<file path="src/rtl/bit_field_message_buffer_defines.svh">
// Assertion macros for the bit field message buffer.
// Included by the module that carries concurrent checks; needs i_clk and i_rst_n in scope.
`ifndef BIT_FIELD_MESSAGE_BUFFER_DEFINES_SVH
`define BIT_FIELD_MESSAGE_BUFFER_DEFINES_SVH

// check outside reset
`define BFMB_ASSERT(lbl, prop, msg) \
    lbl: assert property (@(posedge i_clk) disable iff (!i_rst_n) prop) else $error(msg);

// check that also covers the reset cycles
`define BFMB_ASSERT_RST(lbl, prop, msg) \
    lbl: assert property (@(posedge i_clk) prop) else $error(msg);

`endif

</file>
<file path="src/rtl/bfmb_pkg.sv">
// Shared constants for the bit field message buffer.
// No dependencies; used by bfmb_scan, bit_field_message_buffer and the testbench.
package bfmb_pkg;

    localparam int DEF_STORE_BYTES = 1024;
    localparam int FIELD_W         = 32;
    localparam int NB_W            = 7;
    localparam int POS_OUT_W       = 11;
    localparam int CFG_W           = 11;
    localparam int CNT_W           = 6;

    // request codes
    localparam logic [2:0] REQ_WRITE      = 3'd0;
    localparam logic [2:0] REQ_READ       = 3'd1;
    localparam logic [2:0] REQ_WRITE_DLT  = 3'd2;
    localparam logic [2:0] REQ_READ_DLT   = 3'd3;
    localparam logic [2:0] REQ_RESTART_WR = 3'd4;
    localparam logic [2:0] REQ_RESTART_RD = 3'd5;

    // status codes
    localparam logic [1:0] ST_OK        = 2'd0;
    localparam logic [1:0] ST_BAD_WIDTH = 2'd1;
    localparam logic [1:0] ST_OVF       = 2'd2;
    localparam logic [1:0] ST_SHORT     = 2'd3;

    // configuration register indexes
    localparam logic CFG_MAX_SIZE = 1'b0;
    localparam logic CFG_ALLOW    = 1'b1;

endpackage

</file>
<file path="src/rtl/bfmb_scan.sv">
// Serial bit length unit: finds the significant bit count of a magnitude, 4 bits a cycle.
// Depends on bfmb_pkg.
module bfmb_scan (
    input  logic                         i_clk,
    input  logic                         i_rst_n,
    input  logic                         i_start,
    input  logic [bfmb_pkg::FIELD_W-1:0] i_mag,
    output logic                         o_busy,
    output logic [bfmb_pkg::CNT_W-1:0]   o_bits
);
    import bfmb_pkg::*;

    logic [FIELD_W-1:0] r_sh;
    logic [2:0]         r_k;
    logic [CNT_W-1:0]   r_bits;
    logic               r_busy;

    // top set bit of a nibble, counted from 1
    function automatic logic [2:0] nib_len(input logic [3:0] x);
        logic [2:0] len;
        len = 3'd0;
        if (x[0]) len = 3'd1;
        if (x[1]) len = 3'd2;
        if (x[2]) len = 3'd3;
        if (x[3]) len = 3'd4;
        return len;
    endfunction

    always_ff @(posedge i_clk) begin
        if (!i_rst_n) begin
            r_busy <= 1'b0;
        end else if (i_start) begin
            r_busy <= 1'b1;
        end else if (r_busy && r_k == 3'd7) begin
            r_busy <= 1'b0;
        end
    end

    always_ff @(posedge i_clk) begin
        if (i_start) begin
            r_sh   <= i_mag;
            r_k    <= 3'd0;
            r_bits <= CNT_W'(1);
        end else if (r_busy) begin
            if (r_sh[3:0] != 4'd0) begin
                r_bits <= CNT_W'({r_k, 2'b00}) + CNT_W'(nib_len(r_sh[3:0]));
            end
            r_sh <= r_sh >> 4;
            r_k  <= r_k + 3'd1;
        end
    end

    assign o_busy = r_busy;
    assign o_bits = r_bits;

endmodule

</file>
<file path="config.mk">
export PLATFORM = sky130hd
export DESIGN_NAME = bfmb_scan
export DESIGN_NICKNAME = d
export VERILOG_FILES = /design/src/rtl/bit_field_message_buffer_defines.svh /design/src/rtl/bfmb_pkg.sv /design/src/rtl/bfmb_scan.sv
export SDC_FILE = /design/constraint.sdc
export NUM_CORES = 1
export LEC_CHECK = 0
export BUFFER_PORTS_ARGS = -buffer_cell sky130_fd_sc_hd__buf_2
export CAP_MARGIN = 30
export CELL_PAD_IN_SITES_DETAIL_PLACEMENT = 1
export CELL_PAD_IN_SITES_GLOBAL_PLACEMENT = 2
export CORE_MARGIN = 3
export CORE_UTILIZATION = 36
export CTS_CLUSTER_SIZE = 40
export DETAILED_ROUTE_END_ITERATION = 8
export HOLD_SLACK_MARGIN = 0.15
export PLACE_DENSITY_LB_ADDON = 0.1
export SKIP_CTS_REPAIR_TIMING = 1
export SYNTH_ARGS = -nofsm -noshare
export SYNTH_HDL_FRONTEND = slang
export SYNTH_SLANG_ARGS = --single-unit
export TNS_END_PERCENT = 5
</file>
<file path="constraint.sdc">
create_clock -name i_clk -period 1.65 [get_ports i_clk]
set_input_delay 0.2475 -clock i_clk [delete_from_list [all_inputs] [get_ports i_clk]]
set_output_delay 0.2475 -clock i_clk [all_outputs]
set_load 0.02 [all_outputs]
</file>
Word level (Yosys, flattened, before mapping) --
Index checks and enable logic that the tools add are counted.
Storage, ports and cells: register bits 42, latch bits 0, bits in writable memories 0, bits in read-only memories 0, input port bits 35, output and inout port bits 7, word-level logic and storage cells 23, memories 0
Operators by class: $add $sub $neg 2, $mul 0, div/mod/pow operators 0, $lt $le $gt $ge 0, equality and inequality tests 1, shift operators 0, mux-type cells 11, bitwise gates (word level) 0, reduce and logical (&&, ||, !) cells 5
Operators with widths (number):
- 2-to-1 mux 32 bit | 2
- 2-to-1 mux 3 bit | 6
- adder 5 x 3 -> 6 bit | 1
- nonzero test 2 bit | 2
- nonzero test 4 bit | 1
- adder 3 x 1 -> 3 bit (second input constant) | 1
- equality test 3 bit (second input constant) | 1
- 2-to-1 mux 1 bit | 3
- AND reduction 2 bit | 1
- logical AND 1 bit | 1

Logic depth before layout (Yosys ltp) --
depth in word-level cells 8, gate-level depth with buffers 5, mapped depth without buffers 5

Least setup slack after synthesis --
OpenSTA, ideal clock, no wires.
path type input-to-reg, from input port i_start, to register r_sh[0], enable pin, library setup time 375 ps, arrival 1155 ps, data required time 1275 ps, path slack 120 ps, cell stages on the path 3, path buffers 2, cell sequence clkbuf_1 -> buf_2 -> or2_2
On the way: longest elaborated chain between the ends 1
Ends and longest elaborated chain:
- from (decl) | line bfmb_scan.sv:6 | input logic i_start,
- nonzero test 2 bit (no line)
- to (signal assigned) | line bfmb_scan.sv:41 | r_sh <= i_mag;
- to (signal assigned) | line bfmb_scan.sv:48 | r_sh <= r_sh >> 4;
- to (decl) | line bfmb_scan.sv:13 | logic [FIELD_W-1:0] r_sh;
No other way between the ends. A chain may end at the register's enable or synchronous reset.

Final worst setup path --
from register r_sh[3], to register r_bits[4] (netlist: o_bits[4])
On the way: longest elaborated chain between the ends 5, elaborated cells on any way between the ends 7, classes of those cells add/sub: 1; mux: 4; reduce/logical: 2
Ends and longest elaborated chain:
- 2-to-1 mux 3 bit | line bfmb_scan.sv:25 | if (x[3]) len = 3'd4;
- 2-to-1 mux 3 bit | line bfmb_scan.sv:45 | if (r_sh[3:0] != 4'd0) begin
- 2-to-1 mux 3 bit | line bfmb_scan.sv:44 | end else if (r_busy) begin
- 2-to-1 mux 3 bit | line bfmb_scan.sv:40 | if (i_start) begin
- adder 5 x 3 -> 6 bit | line bfmb_scan.sv:46 | r_bits <= CNT_W'({r_k, 2'b00}) + CNT_W'(nib_len(r_sh[3:0]));
- to (signal assigned) | line bfmb_scan.sv:46
- to (decl) | line bfmb_scan.sv:15 | logic [CNT_W-1:0] r_bits;
Parallel ways exist; a longest one is shown, timed or not. The select of a mux whose other input is x is not followed.

==> results.json <==
{
  "ant_nets": 0,
  "crit_path_cell_trace": "o41ai_4 -> mux2i_1 -> nor2_1",
  "critical_path_class": "flop to flop",
  "gp_congestion": 0.7359,
  "initial_core_util_pct": 39.12,
  "synth_nets": 152,
  "ios": 42,
  "routed_wl_mm": 3.277,
  "setup-violations-final": 0,
  "powerDensity_nw_per_um2": 993.9,
  "arrival_ns": 1.64,
  "die_area_um2": 5841,
  "fin_crit_sh_pct": 88.13,
  "finalNetCount": 198,
  "first_global_vias": 1123,
  "slew_headroom_pct": 66.87,
  "worstSkewPairLatency_ns": 0.28,
  "grt_max_degree": 33,
  "period_needed_ns": 1.454,
  "wire_per_inst_um": 14.56,
  "netlist_top_cells_area": "edfxtp_1 (54%), mux2_2 (18%), dfxtp_1 (11%)",
  "worstPathRequired_ns": 1.83,
  "worst_pin_slew_ns": 0.4952,
  "avgSynthCellArea_um2": 15.80,
  "wl_met3_um": 252,
  "syn_to_final_growth_pct": 22.07,
  "ys_seq_area_share_pct": 65.03,
  "max-vdd-ir-drop_mv": 0.4905,
  "row_count": 24,
  "maxClockFrequency_ghz": 0.6877,
  "die_width_um": 76.43,
  "cts_tree": "done",
  "numCtsBuffers": 5,
  "endpoint_kind": "flop",
  "drive_above_1_share_pct": 50.63,
  "cp-start-kind": "flop",
  "report.final.slew_viol_count": 0,
  "cp_slowest_cell": "o41ai_4",
  "drc_errors": 0,
  "hp-class": "input port to flop",
  "synth_cells": 113,
  "synth_ff_type": "edfxtp_1",
  "path_clk_slew_ns": 0.07,
  "dr_wl_met2_mm": 1.476,
  "top_layer_used": "met4",
  "design_area_um2": 2180,
  "fill_cells": 481,
  "coreArea_um2": 4564,
  "synth_most_common_cell": "edfxtp_1",
  "dr.pass1.iters": 4,
  "met1Wirelength_mm": 1.496,
  "finalPower_uw": 2166,
  "grt_overflow": 0,
  "postPlaceCellArea_um2": 2100,
  "cp_max_fo": 6,
  "yosysTopAreaCell": "edfxtp_1",
  "via_per_inst": 4.631,
  "synthArstFlopShare_pct": 0,
  "p_leak_uw": 0.0008987,
  "final.setup.tns_ns": 0,
  "synth_top_area_share_pct": 53.82,
  "synth_common_cells": "edfxtp_1 (32), mux2_2 (28), dfxtp_1 (10)",
  "clockBufferDepth": 2,
  "cap_violations": 0,
  "synth_edf_count": 32,
  "hpwl_mm": 2.350,
  "grt_first_pass_wirelength_mm": 5.423,
  "antenna_found_initial": 0,
  "synth_area_um2": 1785,
  "hold_viol": 0,
  "dr.first_iter.drc_count": 38,
  "root_buffer": "clkbuf_8",
  "diodes": 0,
  "synth-seq-cells": 42,
  "num_vias": 1042,
  "max_stage_delay_ns": 0.58,
  "rsz0062_at_grt": "false",
  "track_usage_pct": 11.99,
  "status": "finished clean",
  "skew_ns": 0.001368,
  "htree_levels": 2,
  "worst_slack_ns": 0.1959,
  "numPortBuffers": 41,
  "pre_cts_ws_ns": 0.1840,
  "dieHeight_um": 76.43,
  "synth_cell_types": 24,
  "synth_warnings": 0,
  "cts_sinks": 42
}
worst paths after layout:
check	startpoint	to	slack, ns	cells after the start
worst max-delay path	r_sh[3]	o_bits[4]	0.20	3
worst min-delay path	i_rst_n	o_busy	0.17	2
worst max register to register	r_sh[3]	o_bits[4]	0.20	3
worst min register to register	o_bits[1]	o_bits[1]	0.46	2
registers in the layout, indices dropped and copies added, names as in the netlist:
| name | cells |
|---|---|
| r_sh | 32 |
| o_busy | 1 |
| o_bits | 6 |
| r_k | 3 |
final cells by class:
type / instances / area (µm²) / share of cell area, %
sequential: 42 / 1161 / 53.27
clock buffer: 8 / 80.08 / 3.674
inverter: 1 / 3.754 / 0.1722
tap: 65 / 81.33 / 3.731
multi-input combinational: 64 / 593.1 / 27.21
timing repair buffer: 45 / 260.3 / 11.94
critical path, delay by kind of cell, from the launching register on:
family	cells	cell delay [ns]
flops	1	0.47
compound gates	1	0.58
simple gates	1	0.05
mux	1	0.25
metal layers:
metal	global-route usage, %	up-vias
li1	-	509
met1	14.95	495
met2	17.93	31
met3	5.910	7
met4	4.348	0
met5	0	-
report_power, final:
| group | internal, µW | switching [µW] |
|---|---|---|
| sequential | 1250 | 47.6 |
| clock | 301 | 322 |
| combinational | 140 | 104 |
cells in the final DEF, fill, tap and decap left out, types with 2 or more instances in the layout:
cell	netlist	final
buf_2	4	41
edfxtp_1	32	32
mux2_2	28	28
dfxtp_1	10	10
nor2_1	6	6
mux2i_1	5	5
clkbuf_8	0	5
and2_1	4	4
ha_1	4	4
clkbuf_1	2	3
nand2_1	2	2
a21oi_1	2	2
o21ai_0	2	2
buf_12	0	2
buf_4	0	2
through the flow:
stage	std cells	hold WS (ns)	utilization [%]
2_1_floorplan	113	0.3650	-
3_3_place_gp	217	0.4468	46.00
3_5_place_dp	217	0.4527	46.00
4_1_cts	225	0.1559	47.75
5_1_grt	225	0.1764	47.75
6_report	225	0.1682	47.75
cell families after synthesis:
group           Yosys count  synth area share (%)
buf+inv                   7                 1.752
fa+ha+maj                 4                 2.803
simple gates             17                 4.906
flops                    42                 65.03
mux                      33                 20.46
xor+xnor                  2                0.9813
compound gates            8                 4.065
(Power assumes the default switching activity.)
